===== src/rsiw_pkg.sv =====
// rsiw_pkg: shared constants, widths and divider handshake types for the
// Wilder-smoothed RSI block. No dependencies.
package rsiw_pkg;

  localparam int RSIW_PRICE_BITS = 32;
  localparam int RSIW_FRAC_BITS  = 16;

  localparam int PRICE_W  = 32;
  localparam int PERIOD_W = 8;
  localparam int STORE_W  = 48;
  localparam int RSI_W    = 14;
  localparam int COUNT_W  = 9;
  localparam int MUL_B_W  = 14;
  localparam int MUL_W    = STORE_W + MUL_B_W;
  localparam int DIV_W    = 64;
  localparam int DVS_W    = STORE_W + 1;
  localparam int DIV_CNT_W = $clog2(DIV_W);

  localparam logic [PERIOD_W-1:0] PERIOD_RESET = 8'd14;
  localparam logic [RSI_W-1:0]    RSI_FULL     = 14'd10000;
  localparam logic [COUNT_W-1:0]  COUNT_MAX    = '1;

  typedef struct packed {
    logic             start;
    logic [DIV_W-1:0] dividend;
    logic [DVS_W-1:0] divisor;
  } div_req_t;

  typedef struct packed {
    logic             done;
    logic [DIV_W-1:0] quotient;
  } div_rsp_t;

endpackage


===== src/rsiw_div.sv =====
// rsiw_div: shared restoring divider, one quotient bit per cycle.
// Depends on rsiw_pkg.
module rsiw_div (
  input  logic               clk_i,
  input  logic               rst_ni,
  input  rsiw_pkg::div_req_t req_i,
  output rsiw_pkg::div_rsp_t rsp_o
);
  import rsiw_pkg::*;

  logic                 busy_q;
  logic                 done_q;
  logic [DIV_CNT_W-1:0] cnt_q;
  logic [DVS_W-1:0]     rem_q;
  logic [DVS_W-1:0]     dvs_q;
  logic [DIV_W-1:0]     dq_q;

  logic [DVS_W:0]       trial;
  logic                 ge;
  logic [DVS_W:0]       diff;

  // shift next dividend bit into the partial remainder, subtract if it fits
  assign trial = {rem_q, dq_q[DIV_W-1]};
  assign ge    = trial >= {1'b0, dvs_q};
  assign diff  = trial - {1'b0, dvs_q};

  always_ff @(posedge clk_i or negedge rst_ni) begin
    if (!rst_ni) begin
      busy_q <= 1'b0;
      done_q <= 1'b0;
      cnt_q  <= '0;
    end else begin
      done_q <= 1'b0;
      if (req_i.start) begin
        busy_q <= 1'b1;
        cnt_q  <= '0;
      end else if (busy_q) begin
        cnt_q <= cnt_q + 1'b1;
        if (cnt_q == DIV_CNT_W'(DIV_W - 1)) begin
          busy_q <= 1'b0;
          done_q <= 1'b1;
        end
      end
    end
  end

  always_ff @(posedge clk_i) begin
    if (req_i.start) begin
      rem_q <= '0;
      dvs_q <= req_i.divisor;
      dq_q  <= req_i.dividend;
    end else if (busy_q) begin
      rem_q <= ge ? diff[DVS_W-1:0] : trial[DVS_W-1:0];
      dq_q  <= {dq_q[DIV_W-2:0], ge};
    end
  end

  assign rsp_o.done     = done_q;
  assign rsp_o.quotient = dq_q;

  a_start_idle: assert property (@(posedge clk_i) disable iff (!rst_ni)
    req_i.start |-> !busy_q)
    else $error("divider started while busy");

  a_done_after_busy: assert property (@(posedge clk_i) disable iff (!rst_ni)
    done_q |-> !busy_q && $past(busy_q))
    else $error("done without a finished division");

  a_no_zero_divisor: assert property (@(posedge clk_i) disable iff (!rst_ni)
    req_i.start |-> req_i.divisor != '0)
    else $error("division by zero requested");

endmodule


===== src/rsiw_core.sv =====
// rsiw_core: sequencer, price/count/store state and operand selection.
// Depends on rsiw_pkg; drives the shared rsiw_div through div_req_t/div_rsp_t.
module rsiw_core #(
  parameter int PRICE_BITS = rsiw_pkg::RSIW_PRICE_BITS,
  parameter int FRAC_BITS  = rsiw_pkg::RSIW_FRAC_BITS
) (
  input  logic                            clk_i,
  input  logic                            rst_ni,
  input  logic [rsiw_pkg::PERIOD_W-1:0]   period_i,
  input  logic                            in_valid_i,
  output logic                            in_ready_o,
  input  logic [rsiw_pkg::PRICE_W-1:0]    price_i,
  input  logic                            restart_i,
  output logic                            res_valid_o,
  input  logic                            res_ready_i,
  output logic [rsiw_pkg::RSI_W-1:0]      rsi_o,
  output logic [rsiw_pkg::STORE_W-1:0]    gain_o,
  output logic [rsiw_pkg::STORE_W-1:0]    loss_o,
  output rsiw_pkg::div_req_t              div_req_o,
  input  rsiw_pkg::div_rsp_t              div_rsp_i
);
  import rsiw_pkg::*;

  localparam logic [2:0] S_IDLE     = 3'd0;
  localparam logic [2:0] S_MUL      = 3'd1;
  localparam logic [2:0] S_DIV_GO   = 3'd2;
  localparam logic [2:0] S_DIV_WAIT = 3'd3;
  localparam logic [2:0] S_RSI_MUL  = 3'd4;
  localparam logic [2:0] S_RSI_GO   = 3'd5;
  localparam logic [2:0] S_RSI_WAIT = 3'd6;
  localparam logic [2:0] S_OUT      = 3'd7;

  logic [2:0]            state_q, state_d;
  logic [PRICE_BITS-1:0] last_q;
  logic [COUNT_W-1:0]    cnt_q;
  logic [STORE_W-1:0]    gs_q, ls_q;
  logic [PRICE_BITS-1:0] gain_q, loss_q;
  logic                  loss_sel_q;
  logic                  avg_mode_q;
  logic [MUL_W-1:0]      mul_q;
  logic [DVS_W-1:0]      sum_q;
  logic [RSI_W-1:0]      rsi_q;

  logic [PERIOD_W-1:0]   p_eff;
  logic [PERIOD_W-1:0]   pm1;
  logic [COUNT_W-1:0]    p_cnt;
  logic [PRICE_BITS-1:0] price_m;
  logic [PRICE_BITS-1:0] gain_c, loss_c;
  logic [STORE_W-1:0]    cur_store;
  logic [PRICE_BITS-1:0] cur_x;
  logic [STORE_W-1:0]    mul_a;
  logic [MUL_B_W-1:0]    mul_b;
  logic [MUL_W-1:0]      mul_p;
  logic                  accept;
  logic                  first_item;

  // period 0 behaves as 1
  assign p_eff   = (period_i == '0) ? PERIOD_W'(1) : period_i;
  assign pm1     = p_eff - 1'b1;
  assign p_cnt   = COUNT_W'(p_eff);
  assign price_m = price_i[PRICE_BITS-1:0];
  assign gain_c  = (price_m > last_q) ? price_m - last_q : '0;
  assign loss_c  = (price_m < last_q) ? last_q - price_m : '0;

  assign cur_store = loss_sel_q ? ls_q : gs_q;
  assign cur_x     = loss_sel_q ? loss_q : gain_q;

  // one multiplier: store * (P-1) for smoothing, gain * 10000 for the index
  assign mul_a = (state_q == S_RSI_MUL) ? gs_q : cur_store;
  assign mul_b = (state_q == S_RSI_MUL) ? MUL_B_W'(RSI_FULL) : MUL_B_W'(pm1);
  assign mul_p = MUL_W'(mul_a) * MUL_W'(mul_b);

  assign in_ready_o = (state_q == S_IDLE);
  assign accept     = in_valid_i && in_ready_o;
  assign first_item = restart_i || (cnt_q == '0);

  always_comb begin
    div_req_o.start    = (state_q == S_DIV_GO) || (state_q == S_RSI_GO);
    div_req_o.divisor  = DVS_W'(p_eff);
    div_req_o.dividend = DIV_W'(mul_q) + (DIV_W'(cur_x) << FRAC_BITS);
    if (state_q == S_RSI_GO) begin
      div_req_o.divisor  = sum_q;
      div_req_o.dividend = DIV_W'(mul_q);
    end else if (avg_mode_q) begin
      div_req_o.dividend = DIV_W'(cur_store) << FRAC_BITS;
    end
  end

  always_comb begin
    state_d = state_q;
    case (state_q)
      S_IDLE: begin
        if (accept && !first_item) begin
          if (cnt_q == p_cnt) begin
            state_d = S_DIV_GO;
          end else if (cnt_q > p_cnt) begin
            state_d = S_MUL;
          end
        end
      end
      S_MUL:      state_d = S_DIV_GO;
      S_DIV_GO:   state_d = S_DIV_WAIT;
      S_DIV_WAIT: begin
        if (div_rsp_i.done) begin
          if (!loss_sel_q) begin
            state_d = avg_mode_q ? S_DIV_GO : S_MUL;
          end else begin
            state_d = avg_mode_q ? S_IDLE : S_RSI_MUL;
          end
        end
      end
      S_RSI_MUL:  state_d = (ls_q == '0) ? S_OUT : S_RSI_GO;
      S_RSI_GO:   state_d = S_RSI_WAIT;
      S_RSI_WAIT: begin
        if (div_rsp_i.done) begin
          state_d = S_OUT;
        end
      end
      S_OUT: begin
        if (res_ready_i) begin
          state_d = S_IDLE;
        end
      end
      default:    state_d = S_IDLE;
    endcase
  end

  always_ff @(posedge clk_i or negedge rst_ni) begin
    if (!rst_ni) begin
      state_q    <= S_IDLE;
      last_q     <= '0;
      cnt_q      <= '0;
      gs_q       <= '0;
      ls_q       <= '0;
      loss_sel_q <= 1'b0;
      avg_mode_q <= 1'b0;
    end else begin
      state_q <= state_d;
      if (accept) begin
        last_q     <= price_m;
        loss_sel_q <= 1'b0;
        avg_mode_q <= (cnt_q == p_cnt);
        if (first_item) begin
          cnt_q <= COUNT_W'(1);
          gs_q  <= '0;
          ls_q  <= '0;
        end else begin
          if (cnt_q != COUNT_MAX) begin
            cnt_q <= cnt_q + 1'b1;
          end
          // still summing the first P changes
          if (cnt_q <= p_cnt) begin
            gs_q <= gs_q + STORE_W'(gain_c);
            ls_q <= ls_q + STORE_W'(loss_c);
          end
        end
      end else if (state_q == S_DIV_WAIT && div_rsp_i.done) begin
        loss_sel_q <= 1'b1;
        if (loss_sel_q) begin
          ls_q <= div_rsp_i.quotient[STORE_W-1:0];
        end else begin
          gs_q <= div_rsp_i.quotient[STORE_W-1:0];
        end
      end
    end
  end

  always_ff @(posedge clk_i) begin
    if (accept) begin
      gain_q <= gain_c;
      loss_q <= loss_c;
    end
    if (state_q == S_MUL) begin
      mul_q <= mul_p;
    end
    if (state_q == S_RSI_MUL) begin
      mul_q <= mul_p;
      sum_q <= DVS_W'(gs_q) + DVS_W'(ls_q);
      rsi_q <= RSI_FULL;
    end
    if (state_q == S_RSI_WAIT && div_rsp_i.done) begin
      rsi_q <= div_rsp_i.quotient[RSI_W-1:0];
    end
  end

  assign res_valid_o = (state_q == S_OUT);
  assign rsi_o       = rsi_q;
  assign gain_o      = gs_q;
  assign loss_o      = ls_q;

  a_zero_loss_full: assert property (@(posedge clk_i) disable iff (!rst_ni)
    (res_valid_o && ls_q == '0) |-> rsi_o == RSI_FULL)
    else $error("zero average loss must give full index");

  a_rsi_range: assert property (@(posedge clk_i) disable iff (!rst_ni)
    res_valid_o |-> rsi_o <= RSI_FULL)
    else $error("index above full scale");

  a_restart_count: assert property (@(posedge clk_i) disable iff (!rst_ni)
    (accept && restart_i) |=> cnt_q == COUNT_W'(1))
    else $error("restart did not begin a new series");

  a_busy_counted: assert property (@(posedge clk_i) disable iff (!rst_ni)
    (state_q != S_IDLE) |-> cnt_q > p_cnt || (avg_mode_q && cnt_q != '0))
    else $error("division sequence without a valid sample count");

endmodule


===== src/rsi_wilder_smoothing_unit.sv =====
// rsi_wilder_smoothing_unit: top level, period register, output register.
// Warm-up prices run no division; the price that closes the first P changes runs
// 2 divisions before the next price is taken. Each later price runs 3 divisions (2 when
// the average loss is zero) before the word goes out and the next price is taken;
// a held output word adds its stall.
// Reset (rst_ni, async low) clears the series and sets the period to 14.
module rsi_wilder_smoothing_unit #(
  parameter int PRICE_BITS = rsiw_pkg::RSIW_PRICE_BITS,
  parameter int FRAC_BITS  = rsiw_pkg::RSIW_FRAC_BITS
) (
  input  logic                           clk_i,
  input  logic                           rst_ni,
  // period register write channel
  input  logic                           cfg_valid_i,
  output logic                           cfg_ready_o,
  input  logic [rsiw_pkg::PERIOD_W-1:0]  cfg_data_i,
  // price input channel
  input  logic                           in_valid_i,
  output logic                           in_ready_o,
  input  logic [rsiw_pkg::PRICE_W-1:0]   price_i,
  input  logic                           restart_i,
  // result channel
  output logic                           out_valid_o,
  input  logic                           out_ready_i,
  output logic [rsiw_pkg::RSI_W-1:0]     rsi_hundredths_o,
  output logic [rsiw_pkg::STORE_W-1:0]   average_gain_o,
  output logic [rsiw_pkg::STORE_W-1:0]   average_loss_o
);
  import rsiw_pkg::*;

  logic [PERIOD_W-1:0] period_q;

  logic                res_valid;
  logic                res_ready;
  logic [RSI_W-1:0]    res_rsi;
  logic [STORE_W-1:0]  res_gain;
  logic [STORE_W-1:0]  res_loss;

  div_req_t            div_req;
  div_rsp_t            div_rsp;

  logic                out_valid_q;
  logic [RSI_W-1:0]    out_rsi_q;
  logic [STORE_W-1:0]  out_gain_q;
  logic [STORE_W-1:0]  out_loss_q;

  // Period register: the user must write it only while idle; the block does not enforce this, so always ready.
  assign cfg_ready_o = 1'b1;

  always_ff @(posedge clk_i or negedge rst_ni) begin
    if (!rst_ni) begin
      period_q <= PERIOD_RESET;
    end else if (cfg_valid_i) begin
      period_q <= cfg_data_i;
    end
  end

  rsiw_core #(
    .PRICE_BITS (PRICE_BITS),
    .FRAC_BITS  (FRAC_BITS)
  ) u_core (
    .clk_i       (clk_i),
    .rst_ni      (rst_ni),
    .period_i    (period_q),
    .in_valid_i  (in_valid_i),
    .in_ready_o  (in_ready_o),
    .price_i     (price_i),
    .restart_i   (restart_i),
    .res_valid_o (res_valid),
    .res_ready_i (res_ready),
    .rsi_o       (res_rsi),
    .gain_o      (res_gain),
    .loss_o      (res_loss),
    .div_req_o   (div_req),
    .div_rsp_i   (div_rsp)
  );

  rsiw_div u_div (
    .clk_i  (clk_i),
    .rst_ni (rst_ni),
    .req_i  (div_req),
    .rsp_o  (div_rsp)
  );

  // Output register: the core can take the next price while a result word
  // waits here; a new result loads when the slot is empty or being drained.
  assign res_ready = !out_valid_q || out_ready_i;

  always_ff @(posedge clk_i or negedge rst_ni) begin
    if (!rst_ni) begin
      out_valid_q <= 1'b0;
    end else if (res_ready) begin
      out_valid_q <= res_valid;
    end
  end

  always_ff @(posedge clk_i) begin
    if (res_valid && res_ready) begin
      out_rsi_q  <= res_rsi;
      out_gain_q <= res_gain;
      out_loss_q <= res_loss;
    end
  end

  assign out_valid_o      = out_valid_q;
  assign rsi_hundredths_o = out_rsi_q;
  assign average_gain_o   = out_gain_q;
  assign average_loss_o   = out_loss_q;

  a_out_hold: assert property (@(posedge clk_i) disable iff (!rst_ni)
    (out_valid_q && !out_ready_i) |=> out_valid_q && $stable(out_rsi_q))
    else $error("stalled result word changed");

  a_period_reset: assert property (@(posedge clk_i)
    $rose(rst_ni) |-> period_q == PERIOD_RESET)
    else $error("period not at reset value");

  a_load_when_free: assert property (@(posedge clk_i) disable iff (!rst_ni)
    (res_valid && res_ready) |=> out_valid_q && out_rsi_q == $past(res_rsi))
    else $error("result word not captured");

endmodule

===== config.mk =====
export PLATFORM = sky130hd
export DESIGN_NAME = rsi_wilder_smoothing_unit
export DESIGN_NICKNAME = d
export VERILOG_FILES = /design/src/rsiw_pkg.sv /design/src/rsiw_div.sv /design/src/rsiw_core.sv /design/src/rsi_wilder_smoothing_unit.sv
export SDC_FILE = /design/constraint.sdc
export NUM_CORES = 2
export LEC_CHECK = 0
export BUFFER_PORTS_ARGS = -buffer_cell sky130_fd_sc_hd__buf_4
export CORE_ASPECT_RATIO = 0.6
export CORE_MARGIN = 4
export CORE_UTILIZATION = 40
export DETAILED_ROUTE_END_ITERATION = 7
export GPL_TIMING_DRIVEN = 0
export PLACE_DENSITY_LB_ADDON = 0.2
export SLEW_MARGIN = 20
export SYNTH_ARGS = -nofsm -noshare
export SYNTH_HDL_FRONTEND = slang
export SYNTH_HIERARCHICAL = 1
export SYNTH_SLANG_ARGS = --single-unit
export TNS_END_PERCENT = 20

===== constraint.sdc =====
create_clock -name clk_i -period 30.5 [get_ports clk_i]
set_clock_uncertainty 0.1 [all_clocks]
set_input_delay 6.1 -clock clk_i [delete_from_list [all_inputs] [get_ports clk_i]]
set_output_delay 6.1 -clock clk_i [all_outputs]
set_load 0.01 [all_outputs]

# After elaboration in Yosys (flattened, before gate mapping)
# Cells that the tools add are included.
# word_totals
inputBits,46
register_bits,620
wordCells,131
# op_classes
n_reduce_logical,24
mul,1
n_lt_le_gt_ge,5
mux,50
add_sub_neg,10
eq_ne,17
# op_table
operator,count
$mux W48,12
$mux W64,4
$mux W62,2
$add A48 B32 Y48,2
$mux W32,3
$sub A32 B32 Y32,2
$add A62 B48 Y63,1
$mul A48 B14 Y62,1
$ge A50 B49 Y1,1
$add A48 B48 Y49,1
$mux W49,1
$sub A49 B49 Y49,1
$logic_not A48 Y1,1
$mux W14,3
$gt A32 B32 Y1,1
$lt A32 B32 Y1,1
$mux W3,8
$pmux W3 S8,1
$mux W9,2
$mux W8,2
$eq A3 B3 Y1 const B,4
$mux W6,2
$reduce_bool A2 Y1,6
$add A9 B1 Y9 const B,1
23 further kinds,44

# Depth between registers and ports, before layout
# depth
depth_word,7
mapped_depth,37
mapped_depth_nobuf,34

# Modules after synthesis
# The synthesis kept the hierarchy.
# by_module_without_submodules
mod,seq_area_each_um2,cells_each,area_each_um2,n_inst
rsiw_core,9228.9,5164,44651.6,1
rsiw_div,4574.4,960,9733.1,1
rsi_wilder_smoothing_unit,3532.1,133,3693.5,1

# Least setup slack after synthesis
# Ideal clock, no wire load.
# synth_timing
path_type,input-to-reg
start,input price_i[0] (netlist name)
end,"register u_core.gs_q[42], in the netlist u_core/gain_o[42]"
n_path_buf,2
path_stages,30
setup_ps,126
slack_ps,17817
arrival_ps,12457
cell_sequence,inv_1 -> ha_1 -> inv_1 -> fa_1 -> a21o_1 -> a21o_1 -> a21oi_1 -> o31ai_1 -> a221oi_1 -> o21ai_0 -> a21oi_1 -> o21ai_0 -> a221o_1 -> buf_2 -> nand2_1 -> clkbuf_1 -> nor2_1 -> ha_1 -> fa_1 -> a211oi_2 -> o21a_1 -> o21ai_1 -> a2111oi_4 -> o311ai_1 -> a311o_1 -> a31o_1 -> a221o_1 -> a31o_2 -> and3_1 -> a311o_1
# synth_via
elab_chain_len,6
word_cells_on_any_way,7
# synth_rtl
item,line,rtl
start: declaration,rsi_wilder_smoothing_unit.sv:20,"input logic [rsiw_pkg::PRICE_W-1:0] price_i,"
$sub A32 B32 Y32 / $gt A32 B32 Y1 (equally long branches),rsiw_core.sv:62,assign gain_c = (price_m > last_q) ? price_m - last_q : '0;
$mux W32 *,rsiw_core.sv:62,
net u_core.gain_c[0],rsiw_core.sv:48,"logic [PRICE_BITS-1:0] gain_c, loss_c;"
$add A48 B32 Y48 *,rsiw_core.sv:153,gs_q <= gs_q + STORE_W'(gain_c);
$mux W48 *,rsiw_core.sv:152,if (cnt_q <= p_cnt) begin
$mux W48 *,rsiw_core.sv:143,if (first_item) begin
$mux W48 *,rsiw_core.sv:139,if (accept) begin
end signal: assignment,rsiw_core.sv:153,
end signal: assignment,rsiw_core.sv:162,gs_q <= div_rsp_i.quotient[STORE_W-1:0];
end: declaration,rsiw_core.sv:36,"logic [STORE_W-1:0] gs_q, ls_q;"
# The timed path passes the listed nets; every way through them passes the cells marked *. The select of a mux whose other input is x is not followed.
# A chain may end at the register's enable or synchronous reset.

# Worst setup path in the final report
# layout_timing
start,input price_i[0] (netlist name)
end,"register u_core.gs_q[32], in the netlist u_core/gain_o[32]"
# Same word-level chain as after synthesis.

==> flow_summary.toml <==
[clock_network]
cts_tree = "yes"
cts_buffers = 71
root_buffer = "clkbuf_16"
cts_resized = 0
clkTransAtPathRegs_ns = 0.07
htreeDepth = 3
cts.sinks = 620
clkLatencyLatePin_ns = 0.70
post_cts.repair.setup_buffers = 0
clk_path_buf_depth = 3
ctsHoldBuffers = 0

[grt]
use_met1 = 0.5151
grt_pass1_vias = 47190
grt_use_met3 = 0.1635
grtUsageTotal = 0.3320
grt-ovfl-total = 0
antenna_found_initial = 26
grt_pass1_wl_mm = 359.0
grt_max_degree = 85
grt_use_met2 = 0.3923
top_usage_layer = "met1"

[sta]
slew_headroom = 0.1028
grt_setup_unrepaired = "no"
setup_tns_ns = 0
period_share = 0.4918
layout_setup_ws_ns = 15.50
finalCriticalPeriod_ns = 15.00
fmax_ghz = 0.06667
hold_viol_final = 0
worstMarginPinSlew_ns = 1.346
slew_violations = 0
holdWs_ns = 0.3176
finalSetupViolations = 0

[critical_path]
worst_ep_required_time_ns = 30.97
critPathMaxStageDelay_ns = 0.80
crit_top_cell = "a21oi_1"
reg2reg_to = "u_core/mul_q[56]"
endpoint_kind = "flip-flop"
reg2regPathDepth = 34
worstSetupStartpointType = "input pin"
critPathKind = "in2reg"
crit_fanout = 10
cp_slowest_cell = "clkbuf_1"
worstPathArrival_ns = 15.47
timing.rr.start = "period_q[3]"
reg2reg_slack_ns = 16.80

[logic_synthesis]
synthMuxAreaShare = 0.03841
synth_fa_ha_area_frac = 0.2527
synth_nets = 7198
synthTopCellsByArea = "edfxtp_1 (21%), fa_1 (16%), ha_1 (9.3%), dfrtp_1 (6.7%), inv_1 (4.5%)"
yosysTopAreaCellShare = 0.2130
synthCells = 6257
yosys_warnings = 6
synthesis.area_sq_um = 58080
synth_compound_area_frac = 0.1615
synth-simple-area-share = 0.1414
synth-edff-count = 412
synthDistinctLibCells = 103
synth_top_family_by_area = "adder cells"
synth.avg_cell_area_sq_um = 9.282
synth-xor-area-share = 0.04313
synth-seq-area-share = 0.2985
synth_top_cell_by_area = "edfxtp_1"
ys.flop_type = "edfxtp_1"
ys_seq_elements = 620
async_reset_ff_frac = 0.2565

[final_layout]
design_area_sq_um = 64720
drive_above_1_share = 0.08423
syn_to_final_growth_pct = 11.43
layout.nets = 7448

[job]
maxCapViolCount = 0

[worst_hold_path]
hold_class = "reg2reg"
holdPathEnd = "rsi_hundredths_o[4]"
hold_start = "u_core/rsi_o[4]"
whs_path_depth = 0

[run_status]
status = "finished, final reports clean"

[routing]
vias = 51310
wl_mm = 254.9
drc = 0
first_iter_violations = 7564
antenna_left = 0
firstDrtPassIters = 7
viasPerCell = 6.049
avgRoutedWirePerCell_um = 30.05

[power_and_ir_drop]
irDropWorstVdd_mv = 0.03185
leakage_nw = 29.93
p_per_area_nw_per_um2 = 33.75

[placed_design]
routabilityCongestion = 1.050
place_area_sq_um = 62210
place_hpwl_mm = 206.8
place_ws_ns = 15.35
portBuffers = 156

[floorplanning]
start_util = 0.4058
die_w_um = 499.9
die_h_um = 303.2
rows = 107
core-area_sq_um = 143100
io_pins = 159
dieArea_sq_um = 151600
## metal layers
metal	share of wire	routed length, um	up-vias
li1	-	-	22060
met1	0.46	117300	25340
met2	0.34	87590	3520
met3	0.17	42320	384
met4	0.030	7638	6
met5	0.00017	44	-
## worst max-delay path by stage
stage | end | start | cells past startpoint
floorplan | u_core/gain_o[42] | price_i[0] | 30
global placement | u_core/gain_o[32] | price_i[0] | 31
detailed placement | u_core/gain_o[32] | price_i[0] | 31
CTS | u_core/gain_o[32] | price_i[0] | 31
global route | u_core/gain_o[32] | price_i[0] | 31
finish | u_core/gain_o[32] | price_i[0] | 31
## kinds of logic after synthesis
kind of cell    after synthesis
xor+xnor                    286
flops                       620
fa+ha+maj                   895
mux                         202
simple gates               1814
buf+inv                     980
compound gates             1459
other cells                   1
## Yosys cell counts (28+ instances only)
library cell / n
xor2_1: 111
a211oi_1: 29
nor2_1: 541
nand2_1: 676
o21ai_0: 328
nand3_1: 87
or3_1: 44
a22oi_1: 41
mux2_2: 134
fa_1: 463
ha_1: 432
xnor2_1: 175
o21a_1: 54
a21o_1: 201
o211ai_1: 29
nand4_1: 52
clkbuf_1: 229
nand2b_1: 52
a21oi_1: 400
inv_1: 703
nor4_1: 28
and3_1: 56
a31oi_1: 63
mux2i_1: 59
o21bai_1: 58
a311oi_1: 39
edfxtp_1: 412
nor3_1: 62
and2_1: 122
dfxtp_1: 49
a221oi_1: 28
dfrtp_1: 156
nor2b_1: 37
## sequential cells by signal (all words and copies together), names as in the netlist
| register | flops |
|---|---|
| rsi_hundredths_o | 14 |
| u_core/cnt_q | 9 |
| period_q | 8 |
| u_core/gain_o | 48 |
| u_div/dvs_q | 49 |
| u_div/busy_q | 1 |
| u_core/loss_o | 48 |
| average_loss_o | 48 |
| u_core/state_q | 3 |
| u_core/sum_q | 49 |
| u_core/last_q | 32 |
| u_core/avg_mode_q | 1 |
| u_div/rem_q | 49 |
| u_div/done_q | 1 |
| u_core/rsi_o | 14 |
| u_core/loss_q | 32 |
| u_div/dq_q | 64 |
| u_div/cnt_q | 6 |
| u_core/mul_q | 62 |
| average_gain_o | 48 |
| out_valid_o | 1 |
| u_core/gain_q | 32 |
| u_core/loss_sel_q | 1 |
## worst max-delay path: cells and delay by family
kind / cells / cell delay, ns
AOI/OAI and AO/OA: 20 / 6.30
and+or+nand+nor: 2 / 0.44
adders and majority gates: 4 / 1.32
buffers and inverters: 5 / 1.26
## final cells by class
cell class | count | area [sq um]
tap | 1907 | 2386
buffer | 273 | 1115
sequential | 620 | 17340
antenna | 11 | 27.53
clock buffer | 92 | 2001
clock inverter | 39 | 447.9
timing repair buffer | 177 | 1608
multi-input combinational | 4657 | 37140
inverter | 707 | 2656
fill | 13890 | 78400
## through the flow
step | util | total power [mW] | cells
after floorplan | - | 1.125 | 6257
after global placement | 0.4307 | 1.248 | 8320
after detailed placement | 0.4347 | 1.252 | 8341
after CTS | 0.4518 | 2.181 | 8472
after global routing | 0.4520 | 2.262 | 8473
final | 0.4522 | 2.184 | 8483
## placed cells by master (no fill, tap or decap), types with 22 or more instances in the layout
master and instances:
or3_1 44, nand2b_1 52, nor2_1 538, o21a_1 54
dfrtp_1 155, and3_1 56, xnor2_1 171, and2_1 121
a221oi_1 28, o211ai_1 29, edfxtp_1 412, a211oi_1 27
inv_1 702, a21oi_1 398, a21o_1 201, ha_1 432
fa_1 463, a22oi_1 41, clkbuf_16 75, dfxtp_1 49
nand3_1 87, a31oi_1 62, mux2_2 134, buf_4 169
nand2_1 676, xor2_1 111, mux2i_1 58, clkbuf_1 222
nor4_1 27, nor2b_1 37, o21ai_1 22, nand4_1 52
nor3_1 61, o21ai_0 321, a311oi_1 39, o21bai_1 58
## report_power, final
part / leakage (nW) / switching [mW] / internal, mW
sequential: 5.85 / 0.00179 / 0.897
combinational: 22.9 / 0.249 / 0.109
clock: 1.19 / 0.410 / 0.517
No activity file was read; power rests on OpenSTA's default activity.
